$ cat src/sv/slotalloc_pkg.sv
// Shared types and constants for the slot allocator with reuse delay.
// Used by slotalloc_cfg, slotalloc_ctrl, slotalloc_dp and the top level.
package slotalloc_pkg;

  localparam int SLOTS_DEF     = 1024;
  localparam int TIME_BITS_DEF = 32;

  localparam int SLOT_W = 10;
  localparam int STAT_W = 2;

  // request kinds
  localparam logic CMD_ALLOC = 1'b0;
  localparam logic CMD_FREE  = 1'b1;

  // result status codes
  localparam logic [STAT_W-1:0] STAT_ALLOC   = 2'd0;
  localparam logic [STAT_W-1:0] STAT_FREED   = 2'd1;
  localparam logic [STAT_W-1:0] STAT_REFUSED = 2'd2;
  localparam logic [STAT_W-1:0] STAT_FULL    = 2'd3;

  // register indexes (byte address / 4)
  localparam logic [2:0] REG_RESERVED = 3'd0;
  localparam logic [2:0] REG_BODYQ    = 3'd1;
  localparam logic [2:0] REG_LIMIT    = 3'd2;
  localparam logic [2:0] REG_DELAY    = 3'd3;
  localparam logic [2:0] REG_WINDOW   = 3'd4;

  localparam logic [9:0]  RESERVED_RST = 10'd8;
  localparam logic [6:0]  BODYQ_RST    = 7'd8;
  localparam logic [10:0] LIMIT_RST    = 11'd1024;
  localparam logic [15:0] DELAY_RST    = 16'd500;
  localparam logic [15:0] WINDOW_RST   = 16'd2000;

  typedef struct packed {
    logic [9:0]  reserved_slots;
    logic [6:0]  body_queue_slots;
    logic [10:0] slot_limit;
    logic [15:0] reuse_delay;
    logic [15:0] startup_window;
  } cfg_t;

  typedef enum logic [2:0] {
    ST_CLEAR,
    ST_IDLE,
    ST_FREE,
    ST_SCAN,
    ST_APPEND,
    ST_RESP
  } state_t;

  typedef struct packed {
    logic clear_en;
    logic take_req;
    logic scan_start;
    logic free_en;
    logic scan_en;
    logic append_en;
    logic load_out;
  } dp_cmd_t;

  typedef struct packed {
    logic clear_last;
    logic hit;
    logic scan_done;
    logic out_free;
  } dp_sts_t;

endpackage

$ cat src/sv/slotalloc_ctrl.sv
// Sequencer of the slot allocator: clearing pass, request decode, free, scan, append, response.
// Depends on slotalloc_pkg; drives the command struct of slotalloc_dp.
module slotalloc_ctrl (
  input  logic                   clk,
  input  logic                   rst_n,
  input  logic                   in_valid,
  input  logic                   in_command,
  output logic                   in_stall,
  input  slotalloc_pkg::dp_sts_t sts,
  output slotalloc_pkg::dp_cmd_t cmd
);

  slotalloc_pkg::state_t state_r, state_nxt;
  logic                  accept;

  assign accept = in_valid & (state_r == slotalloc_pkg::ST_IDLE);

  always_ff @(posedge clk) begin
    if (!rst_n) begin
      state_r <= slotalloc_pkg::ST_CLEAR;
    end else begin
      state_r <= state_nxt;
    end
  end

  always_comb begin
    state_nxt = state_r;
    unique case (state_r)
      slotalloc_pkg::ST_CLEAR: begin
        if (sts.clear_last) state_nxt = slotalloc_pkg::ST_IDLE;
      end
      slotalloc_pkg::ST_IDLE: begin
        if (accept) begin
          state_nxt = (in_command == slotalloc_pkg::CMD_FREE) ? slotalloc_pkg::ST_FREE
                                                               : slotalloc_pkg::ST_SCAN;
        end
      end
      slotalloc_pkg::ST_FREE: state_nxt = slotalloc_pkg::ST_RESP;
      slotalloc_pkg::ST_SCAN: begin
        priority if (sts.hit)       state_nxt = slotalloc_pkg::ST_RESP;
        else if (sts.scan_done)     state_nxt = slotalloc_pkg::ST_APPEND;
        else                        state_nxt = slotalloc_pkg::ST_SCAN;
      end
      slotalloc_pkg::ST_APPEND: state_nxt = slotalloc_pkg::ST_RESP;
      slotalloc_pkg::ST_RESP: begin
        if (sts.out_free) state_nxt = slotalloc_pkg::ST_IDLE;
      end
      default: state_nxt = slotalloc_pkg::ST_CLEAR;
    endcase
  end

  always_comb begin
    cmd      = '0;
    in_stall = (state_r != slotalloc_pkg::ST_IDLE);
    unique case (state_r)
      slotalloc_pkg::ST_CLEAR:  cmd.clear_en  = 1'b1;
      slotalloc_pkg::ST_IDLE: begin
        cmd.take_req   = accept;
        cmd.scan_start = accept;
      end
      slotalloc_pkg::ST_FREE:   cmd.free_en   = 1'b1;
      slotalloc_pkg::ST_SCAN:   cmd.scan_en   = 1'b1;
      slotalloc_pkg::ST_APPEND: cmd.append_en = 1'b1;
      slotalloc_pkg::ST_RESP:   cmd.load_out  = sts.out_free;
      default: ;
    endcase
  end

`ifndef ASSERT_OFF
  // one request at a time: the beat after an accepted one is always stalled
  a_one_at_a_time: assert property (@(posedge clk) disable iff (!rst_n)
    (in_valid && !in_stall) |=> in_stall)
    else $error("input accepted twice in a row");
`endif

endmodule

$ cat config.mk
export PLATFORM = sky130hd
export DESIGN_NAME = slotalloc_ctrl
export DESIGN_NICKNAME = d
export VERILOG_FILES = /design/src/sv/slotalloc_pkg.sv /design/src/sv/slotalloc_ctrl.sv
export SDC_FILE = /design/constraint.sdc
export NUM_CORES = 1
export LEC_CHECK = 0
export ABC_AREA = 1
export BUFFER_PORTS_ARGS = -buffer_cell sky130_fd_sc_hd__buf_2
export CORE_AREA = 2 2 39 41
export CTS_BUF_LIST = sky130_fd_sc_hd__clkbuf_16
export CTS_CLUSTER_DIAMETER = 120
export DETAILED_ROUTE_END_ITERATION = 12
export DIE_AREA = 0 0 41 43
export PLACE_DENSITY = 0.53
export SETUP_SLACK_MARGIN = 0.02
export SYNTH_ARGS = -nofsm -noshare
export SYNTH_HDL_FRONTEND = slang
export SYNTH_SLANG_ARGS = --single-unit
$ cat constraint.sdc
create_clock -name clk -period 1.4 [get_ports clk]
set_clock_uncertainty 0.1 [all_clocks]
set_input_delay 0.14 -clock clk [delete_from_list [all_inputs] [get_ports clk]]
set_output_delay 0.14 -clock clk [all_outputs]
set_load 0.005 [all_outputs]
======== Word level (Yosys, flattened, before mapping) ========
Cells that the tools add are included.
W data, S select, Z words.
cells by class
  equal/unequal tests ..................... 9
  multiplexer cells ....................... 13
  bitwise logic cells ..................... 1
  reduce and logical (&&, ||, !) cells .... 3
operators with widths
  cell                  number
  $mux W3               5
  $pmux W3 S5           1
  $eq A3 B2 Y1 const B  2
  $eq A3 B3 Y1 const B  2
  $mux W1               6
  $ne A2 B2 Y1 const B  3
  $eq A3 B1 Y1 const B  1
  $logic_not A3 Y1      1
  $ne A3 B1 Y1 const B  1
  $reduce_and A3 Y1     1
  $mux W2               1
  $reduce_or A2 Y1      1
  $and A1 B1 Y1         1
word-level totals
  flip-flop bits (word level) ............. 3
  logic and storage cells ................. 27

======== Longest topological paths before layout ========
Gate-level depths: netlist of the first run.
  depth after elaboration ................. 4
  gate-level depth with buffers ........... 7
  gate-level depth less buffers ........... 6

======== Worst setup path before layout of the first run ========
Ideal clock, no wire load.
  path type ............................... register -> output
  start point ............................. reg state_r[0]
  end point ............................... out cmd[5] (netlist name)
  arrival time ............................ 0.919 ns
  required time ........................... 1.160 ns
  path slack .............................. 0.241 ns
  stages on the path, launching flop included .. 7
  buffers on the path ..................... 2
  path through ............................ dfxtp_1 buf_4 inv_2 nor2_4 nand2_1 nor2_1 buf_4
RTL lines
  item                      line                  source
  start: declaration        slotalloc_ctrl.sv:13  slotalloc_pkg::state_t state_r, state_nxt;
  start signal: assignment  slotalloc_ctrl.sv:20  state_r <= slotalloc_pkg::ST_CLEAR;
  start signal: assignment  slotalloc_ctrl.sv:22  state_r <= state_nxt;
  end: declaration          slotalloc_ctrl.sv:10  output slotalloc_pkg::dp_cmd_t cmd

==> results of run 1 <==
==> power breakdown <==
group	internal (uW)	total [uW]	switching (uW)
clock	369	456	86.4
sequential	98.1	114	15.7
combinational	70.1	148	77.5
==> Yosys cell counts <==
cell,count,share of area (%)
nand2_1,6,8.5
inv_1,5,7.1
nand3_1,5,9.4
nor2_1,5,7.1
dfxtp_1,3,23
inv_2,3,4.2
nor3_1,3,5.7
buf_4,2,5.7
o21ai_0,2,3.8
a21oi_1,1,1.9
buf_2,1,1.9
nand2_2,1,2.4
nand3b_1,1,2.8
nand4_1,1,2.4
nor2_2,1,2.4
nor2_4,1,4.2
nor3_2,1,3.8
nor4_1,1,2.4
o21ai_1,1,1.9
==> area by class of cell <==
| cell class | instances | area [um2] |
|---|---|---|
| clock buffers | 3 | 75.1 |
| clock inverters | 1 | 3.75 |
| fillers | 155 | 925 |
| inverters | 8 | 32.5 |
| multi-input cells | 30 | 160 |
| flip-flops and latches | 3 | 66.3 |
| well taps | 16 | 20.0 |
| repair buffers | 18 | 101 |
==> worst max-delay path, delay by kind of cell, from the launching register on <==
| family | cells | cell delay (ns) |
|---|---|---|
| buffers and inverters | 2 | 0.24 |
| flip-flops | 1 | 0.32 |
| AND/OR/NAND/NOR | 3 | 0.29 |
==> what timing repair did <==
item / 4_1_cts / 5_1_grt
setup buffers: 0 / 2
setup endpoints to repair: 3 / 3
gates resized for setup: 1 / 7
pin swaps: 0 / 2
==> logic make-up after synthesis <==
group	count (synthesis)	synth area share, %
flip-flops	3	22.6
buffers and inverters	11	18.9
AO/OA/AOI/OAI	4	7.54
AND/OR/NAND/NOR	26	50.9
==> cell usage in the layout (no fill, tap or decap) <==
cell type  Yosys  final
nand2_2        1      2
clkbuf_16      0      3
dfxtp_4        0      1
nor4_1         1      1
inv_4          0      1
nor3_1         3      3
nor2_1         5      4
nand4_1        1      1
buf_6          0      1
nor2_2         1      2
dfxtp_2        0      2
buf_4          2      2
a21oi_1        1      1
nor2_4         1      1
buf_2          1     15
o21ai_0        2      2
nand3b_1       1      1
nor3_2         1      1
inv_1          5      6
nand2_1        6      5
inv_2          3      2
o21ai_1        1      1
nand3_1        5      5
==> worst paths after layout <==
path               from          to  slack [ns]
max          state_r[2]      cmd[4]         0.1
min reg2reg  state_r[0]  state_r[2]        0.50
min               rst_n  state_r[0]        0.06
max reg2reg  state_r[2]  state_r[0]        0.29
==> metal layers <==
| layer | part of all wire [%] | global-route usage [%] | up-vias |
|---|---|---|---|
| met2 | 49 | 15.3 | 13 |
| li1 | - | - | 179 |
| met5 | 0 | 0 | - |
| met4 | 1.0 | 8.00 | 0 |
| met3 | 6.4 | 1.57 | 2 |
| met1 | 44 | 11.2 | 155 |
==> per-stage QoR <==
stage / cell area [um2] / cells
2_1_floorplan: 265 / 44
3_3_place_gp: 348 / 73
3_5_place_dp: 348 / 73
4_1_cts: 428 / 77
5_1_grt: 459 / 79
6_report: 459 / 79
==> summary.txt, run 1 <==
Layout
  • Max FFs per register: 3
  • Layout area overhead: 73.1%
  • Largest Register: state_r
  • Layout net count: 72
  • Antenna cells: 0
  • Post-layout util: 33.2%
  • Layout cells sized above 1: 52.4%
  • Largest regs: state_r x3

Floorplan
  • Die area: 1760 um2
  • Die Ht: 43 um
  • Die W: 41 um
  • Core area: 1380 um2
  • Row cnt: 14
  • I/O Pins: 16
  • Initial core utilization: 19.2%

STA
  • Final worst slack: 0.0961 ns
  • Final setup viols: 0
  • Max Clk Rate: 0.767 GHz
  • Final hold vios: 0
  • Tmin final: 1.30 ns
  • Slew headroom: 85.2%
  • Pins Over Slew Limit: 0
  • Final worst path period share: 93.1%
  • Min Hold Slack: 0.0579 ns
  • Worst-margin pin slew: 0.220 ns
  • RSZ-0062 raised after global routing: no
  • Setup TNS: 0 ns

Clock network
  • Reg clk slew, reported paths: 0.03 ns
  • Clk sinks: 3
  • TritonCTS buffer count: 3
  • Cts hold-fix bufs: 0
  • Clk buf depth: 2
  • Worst-Skew Late Latency: 0.22 ns
  • Htree depth: 1
  • CTS tree: built
  • Root Driver: clkbuf_16

Routing
  • Vias: 349
  • Final WL: 771 um
  • DRC Markers: 0
  • Drt pass-1 iters: 5
  • DR iter-0 viols: 14
  • Via density: 4.42
  • Routed len/inst: 9.76 um
  • Final ANT Viol Nets: 0

Power
  • Maximum VDD drop: 0.755 mV
  • Leak: 0.000239 uW
  • PD cells: 1560 nW/um2
  • Pwr Total: 717 uW

Min path
  • Hold depth: 3
  • Min-delay worst type: input pin to register

Worst setup path
  • WP data arrival: 1.06 ns
  • Critical Path RT: 1.16 ns
  • CP Cell Sequence: buf_6 -> nor2_4 -> nand2_2 -> nor2_2 -> buf_2
  • Worst-path fanout max: 7
  • Critical Path Max Stage Delay: 0.32 ns
  • Worst path slowest cell: dfxtp_2
  • CP Capture Type: output port
  • Reg2reg path depth: 7
  • Critical Path Start Type: register
  • Crit path kind: register to output port

Global routing
  • First-pass GRT wire length: 1140 um
  • Global route overflow: 0
  • Initial antenna violation count: 0
  • GRT Total Usage: 9.93%
  • Vias in the first global route: 296
  • Pin count of the biggest net entering global routing: 9

Synth
  • Post-Syn Area: 265 um2
  • Avg Cell Area, Syn: 6.03 um2
  • Post-synthesis cell count: 44
  • Synth Net Count: 52
  • Syn. warnings: 0
  • Distinct cells, synth: 19
  • Number of synthesized register bits: 3
  • Sequential share of the synthesized area: 22.6%

Place
  • Port Buffer Count: 15
  • Routability Congestion: 0.774
  • Place WS: 0.189 ns
  • Final HPWL DP: 540 um

Status
  • Status: finished, final reports clean

Run
  • Max-capacitance violation count: 0
(Power assumes the default switching activity.)
==> run 2: changes to the inputs <==
- SETUP_SLACK_MARGIN: 0.02 -> 0.15
==> run 2 against run 1 <==
  * Worst hold slack worse by 0.00094 ns
  * Die area unchanged
  * Non-clock buffer count up 2
  * First-iteration DRC count down 43%
  * Final cell count up 2.5%
  * Utilization up 1.4 points
  * Largest power group unchanged
==> summary.txt, run 2 (synthesis results as in run 1) <==
Place
  • Port Buffer Count: 15 (unchanged)
  • Final HPWL DP: 540 um (unchanged)
  • Placed cell area: 348 um2 (unchanged)
  • Routability Congestion: 0.774 (unchanged)

Worst setup path
  • WP data arrival: 1.30 ns (was 1.06 ns)
  • Critical Path Start Type: register (unchanged)
  • Crit path kind: register to register (was register to output port)
  • Worst-path fanout max: 5 (was 7)
  • CP Capture Type: register (was output port)
  • Critical Path RT: 1.42 ns (was 1.16 ns)

Clock network
  • Root Driver: clkbuf_16 (unchanged)
  • Reg clk slew, reported paths: 0.03 ns (about the same)
  • Worst-Skew Late Latency: 0.22 ns (about the same)
  • Clk buf depth: 2 (unchanged)
  • Clk sinks: 3 (unchanged)
  • TritonCTS buffer count: 3 (unchanged)
  • CTS tree: built (unchanged)
  • Htree depth: 1 (unchanged)
  • Cts hold-fix bufs: 0 (unchanged)

Routing
  • DR iter-0 viols: 8 (was 14)
  • Final ANT Viol Nets: 0 (unchanged)
  • DRC Markers: 0 (unchanged)
  • Drt pass-1 iters: 5 (unchanged)
  • Vias: 356 (was 349)
  • Final WL: 881 um (was 771 um)
  • Routed len/inst: 10.9 um (was 9.76 um)
  • Via density: 4.40 (was 4.42)

STA
  • Pins Over Slew Limit: 0 (unchanged)
  • Tmin final: 1.28 ns (was 1.30 ns)
  • Final setup viols: 0 (unchanged)
  • Final hold vios: 0 (unchanged)
  • RSZ-0062 raised after global routing: yes (was no)
  • Setup TNS: 0 ns (unchanged)
  • Worst-margin pin slew: 0.269 ns (was 0.220 ns)
  • Max Clk Rate: 0.781 GHz (was 0.767 GHz)
  • Final worst path period share: 91.5% (was 93.1%)
  • Slew headroom: 81.9% (was 85.2%)

Layout
  • Max FFs per register: 3 (unchanged)
  • Largest Register: state_r (unchanged)
  • Antenna cells: 0 (unchanged)
  • Fin area: 479 um2 (was 459 um2)
  • Layout net count: 74 (was 72)
  • Largest regs: state_r x3 (unchanged)
  • Layout cells sized above 1: 53.8% (was 52.4%)
  • Most common cell after layout, fill and taps aside: buf_2 (unchanged)
  • Layout fillers: 151 (was 155)
  • Layout area overhead: 80.7% (was 73.1%)
  • Most frequent cells in the layout: buf_2 (15), inv_1 (6), nand2_1 (5), nand3_1 (5) (was buf_2 (15), inv_1 (6), nand2_1 (5), nand3_1 (5), nor2_1 (4))

Floorplan
  • Initial core utilization: 19.2% (unchanged)
  • Die Ht: 43 um (unchanged)
  • Die area: 1760 um2 (unchanged)
  • Row cnt: 14 (unchanged)
  • I/O Pins: 16 (unchanged)
  • Core area: 1380 um2 (unchanged)
  • Die W: 41 um (unchanged)

Global routing
  • Global route overflow: 0 (unchanged)
  • Vias in the first global route: 324 (was 296)
  • Pin count of the biggest net entering global routing: 9 (unchanged)
  • Initial antenna violation count: 0 (unchanged)
  • GRT Total Usage: 11.3% (was 9.93%)
  • First-pass GRT wire length: 1300 um (was 1140 um)

Min path
  • Min-delay worst type: input pin to register (unchanged)

Power
  • PD cells: 1520 nW/um2 (was 1560 nW/um2)
  • Maximum VDD drop: 0.765 mV (was 0.755 mV)
  • Leak: 0.000247 uW (was 0.000239 uW)

Status
  • Status: finished, final reports clean (unchanged)

Run
  • Max-capacitance violation count: 0 (unchanged)
==> run 2: final cells by class <==
cell class / count / area, um2 / share of cell area [%]
multi-input cells: 30 / 165 / 34.5
flip-flops and latches: 3 / 68.8 / 14.4
well taps: 16 / 20.0 / 4.18
repair buffers: 20 / 116 / 24.3
inverters: 8 / 30.0 / 6.27
clock inverters: 1 / 3.75 / 0.783
clock buffers: 3 / 75.1 / 15.7
==> run 2: what timing repair did <==
| action | in CTS | in global routing |
|---|---|---|
| setup buffers | 3 | 1 |
| endpoints found under the setup margin | 7 | 6 |
| pin swaps | 3 | 2 |
| gates resized for setup | 5 | 4 |
==> run 2: worst paths after layout <==
path                    from    endpoint  slack, ns  cells past startpoint
setup / recovery  state_r[2]  state_r[0]       0.12                      6
hold / removal         rst_n  state_r[0]       0.06                      3
setup reg to reg  state_r[2]  state_r[0]       0.12                      6
hold reg to reg   state_r[1]  state_r[2]       0.54                      3
==> run 2: per-layer routing <==
metal,global-route usage (%),share of wire [%],vias to the layer above
li1,-,-,181
met2,19.1,53,19
met3,1.57,7.2,0
met5,0,0,-
met1,11.9,40,156
met4,8.00,0,0
==> run 2: through the flow <==
stage          util, %  power, uW  instances  hold slack (ns)  setup slack [ns]
2_1_floorplan        -        199         44            0.168             0.241
3_3_place_gp      25.1        236         73            0.292             0.188
3_5_place_dp      25.1        236         73            0.300             0.189
4_1_cts           33.2        720         80           0.0596            0.0917
5_1_grt           34.6        754         81           0.0780            0.0644
6_report          34.6        728         81           0.0570             0.120
==> run 2: critical path, stage by stage, from the launching register on <==
cell	delay [ns]
dfxtp_2	0.32
buf_6	0.13
buf_4	0.14
o21ai_0	0.21
nand3_1	0.11
nor2_1	0.12
nor2_1	0.04
==> run 2: power by group <==
part | switching, uW | internal (uW)
combinational | 87.1 | 75.0
sequential | 10.6 | 97.3
clock | 88.4 | 369
==> run 3: changes to the inputs <==
==> constraint.sdc (replaced) <==
create_clock -name clk -period 1.4 [get_ports clk]
set_clock_uncertainty 0.1 [all_clocks]
set_input_delay 0.14 -clock clk [delete_from_list [all_inputs] [get_ports clk]]
set_output_delay 0.14 -clock clk [all_outputs]
set_load 0.05 [all_outputs]
==> run 3 against run 2 <==
  * Register-to-register slack better by 0.05 ns
  * Non-clock buffer count up 2
  * Power up 21%
==> summary.txt, run 3 (synthesis results as in run 1) <==
Routing
  • DRC Markers: 0 (unchanged)
  • Final WL: 851 um (was 881 um)
  • DR iter-0 viols: 6 (was 8)
  • Drt pass-1 iters: 4 (was 5)
  • Vias: 374 (was 356)
  • Routed len/inst: 10.3 um (was 10.9 um)
  • Final ANT Viol Nets: 0 (unchanged)
  • Via density: 4.51 (was 4.40)

STA
  • Final setup viols: 0 (unchanged)
  • Min Hold Slack: 0.0580 ns (was 0.0570 ns)
  • Tmin final: 1.34 ns (was 1.28 ns)
  • Final hold vios: 0 (unchanged)
  • Max Clk Rate: 0.745 GHz (was 0.781 GHz)
  • Worst-margin pin slew: 0.223 ns (was 0.269 ns)
  • Final worst path period share: 95.9% (was 91.5%)
  • Setup TNS: 0 ns (unchanged)
  • Pins Over Slew Limit: 0 (unchanged)
  • RSZ-0062 raised after global routing: yes (unchanged)
  • Slew headroom: 85.0% (was 81.9%)

Clock network
  • Worst-Skew Late Latency: 0.22 ns (about the same)
  • Clk buf depth: 2 (unchanged)
  • Clk sinks: 3 (unchanged)
  • Htree depth: 1 (unchanged)
  • Root Driver: clkbuf_16 (unchanged)
  • CTS tree: built (unchanged)
  • TritonCTS buffer count: 3 (unchanged)
  • Reg clk slew, reported paths: 0.03 ns (about the same)

Worst setup path
  • Reg2reg path depth: 7 (was 6)
  • Worst-path fanout max: 4 (was 5)
  • Critical Path Start Type: register (unchanged)
  • Reg2reg end: state_r[0] (unchanged)
  • WP data arrival: 1.10 ns (was 1.30 ns)
  • Reg2Reg Setup Slack: 0.17 ns (was 0.12 ns)
  • Critical Path RT: 1.16 ns (was 1.42 ns)
  • Worst R2R Start: state_r[2] (unchanged)
  • Crit path kind: register to output port (was register to register)
  • CP Capture Type: output port (was register)

Min path
  • Hold Path End: state_r[0] (unchanged)
  • Hold Startpoint: rst_n (unchanged)
  • Min-delay worst type: input pin to register (unchanged)
  • Hold depth: 3 (unchanged)

Power
  • NetSw: 289 uW (was 186 uW)
  • PD cells: 1430 nW/um2 (was 1520 nW/um2)
  • Maximum VDD drop: 0.966 mV (was 0.765 mV)
  • Sequential power share: 13.6% (was 14.8%)
  • Leak: 0.000285 uW (was 0.000247 uW)
  • Internal Pwr Total: 593 uW (was 542 uW)
  • Switching Share: 32.8% (was 25.6%)
  • Combinational fraction of design power: 36.2% (was 22.3%)
  • Clock power frac: 50.2% (was 62.9%)

Global routing
  • GRT Total Usage: 12.6% (was 11.3%)
  • Pin count of the biggest net entering global routing: 9 (unchanged)
  • Vias in the first global route: 361 (was 324)
  • First-pass GRT wire length: 1480 um (was 1300 um)
  • Global route overflow: 0 (unchanged)
  • Initial antenna violation count: 0 (unchanged)

Layout
  • Fin area: 614 um2 (was 479 um2)
  • Post-layout util: 44.4% (was 34.6%)
  • Layout cells sized above 1: 64.2% (was 53.8%)
  • Largest Register: state_r (unchanged)
  • Largest regs: state_r x3 (unchanged)
  • Final non-filler cell total: 83 (was 81)
  • Layout net count: 76 (was 74)
  • Most frequent cells in the layout: buf_2 (7), buf_6 (7), buf_4 (7) (was buf_2 (15), inv_1 (6), nand2_1 (5), nand3_1 (5))
  • Max FFs per register: 3 (unchanged)
  • Layout area overhead: 132% (was 80.7%)
  • Antenna cells: 0 (unchanged)

Place
  • Placed Instances: 74 (was 73)
  • Final HPWL DP: 584 um (was 540 um)
  • Placed cell area: 413 um2 (was 348 um2)
  • Port Buffer Count: 15 (unchanged)
  • Routability Congestion: 0.793 (was 0.774)

Floorplan
  • Row cnt: 14 (unchanged)
  • Core area: 1380 um2 (unchanged)
  • Die Ht: 43 um (unchanged)
  • Die W: 41 um (unchanged)
  • I/O Pins: 16 (unchanged)
  • Die area: 1760 um2 (unchanged)
  • Initial core utilization: 19.2% (unchanged)

Run
  • Max-capacitance violation count: 0 (unchanged)

Status
  • Status: finished, final reports clean (unchanged)
[run 3: worst max path at each step]
stage / startpoint / end / slack [ns] / cells past startpoint
2_1_floorplan: state_r[0] / cmd[5] / -0.15 / 6
3_3_place_gp: state_r[0] / cmd[4] / 0.09 / 5
3_5_place_dp: state_r[0] / cmd[4] / 0.09 / 5
4_1_cts: state_r[0] / cmd[4] / 0.05 / 5
5_1_grt: state_r[0] / cmd[2] / 0.03 / 4
6_report: state_r[0] / cmd[2] / 0.06 / 4
[run 3: timing repair]
action	4_1_cts	5_1_grt
cloned	0	0
pin swaps	2	3
resized for setup	22	5
setup buffers	4	1
hold buffers	0	0
endpoints found under the setup margin	8	9
[run 3: layout make-up]
cell class	count	area [um2]
Fill cell	142	769
Multi-Input combinational cell	30	225
Timing Repair Buffer	22	181
Clock buffer	3	75.1
Sequential cell	3	71.3
Inverter	8	37.5
Tap cell	16	20.0
Clock inverter	1	3.75
[run 3: worst max-delay path, cell delays in order, from the launching register on]
cell and delay (ns):
dfxtp_4 0.37, buf_4 0.16, nand2_2 0.07, nor2_4 0.13, buf_8 0.15
[run 3: power groups by stage]
stage	clock, uW	combinational [uW]	sequential (uW)
6_report	442	319	120
5_1_grt	463	343	121
4_1_cts	450	299	122
3_5_place_dp	0	240	122
3_3_place_gp	0	239	123
2_1_floorplan	0	214	106
[run 3: routing by layer]
metal | track usage (%) | wire length (um) | up-vias
li1 | - | - | 191
met1 | 14.8 | 358 | 171
met2 | 19.1 | 431 | 12
met3 | 7.85 | 61 | 0
met4 | 2.00 | 0 | 0
met5 | 0 | 0 | -
[run 3: per-stage QoR]
stage / power (uW) / worst slack (ns)
detailed placement: 362 / 0.0937
global route: 927 / 0.0273
finish: 881 / 0.0571
floorplan: 320 / -0.147
global placement: 362 / 0.0941
CTS: 871 / 0.0501
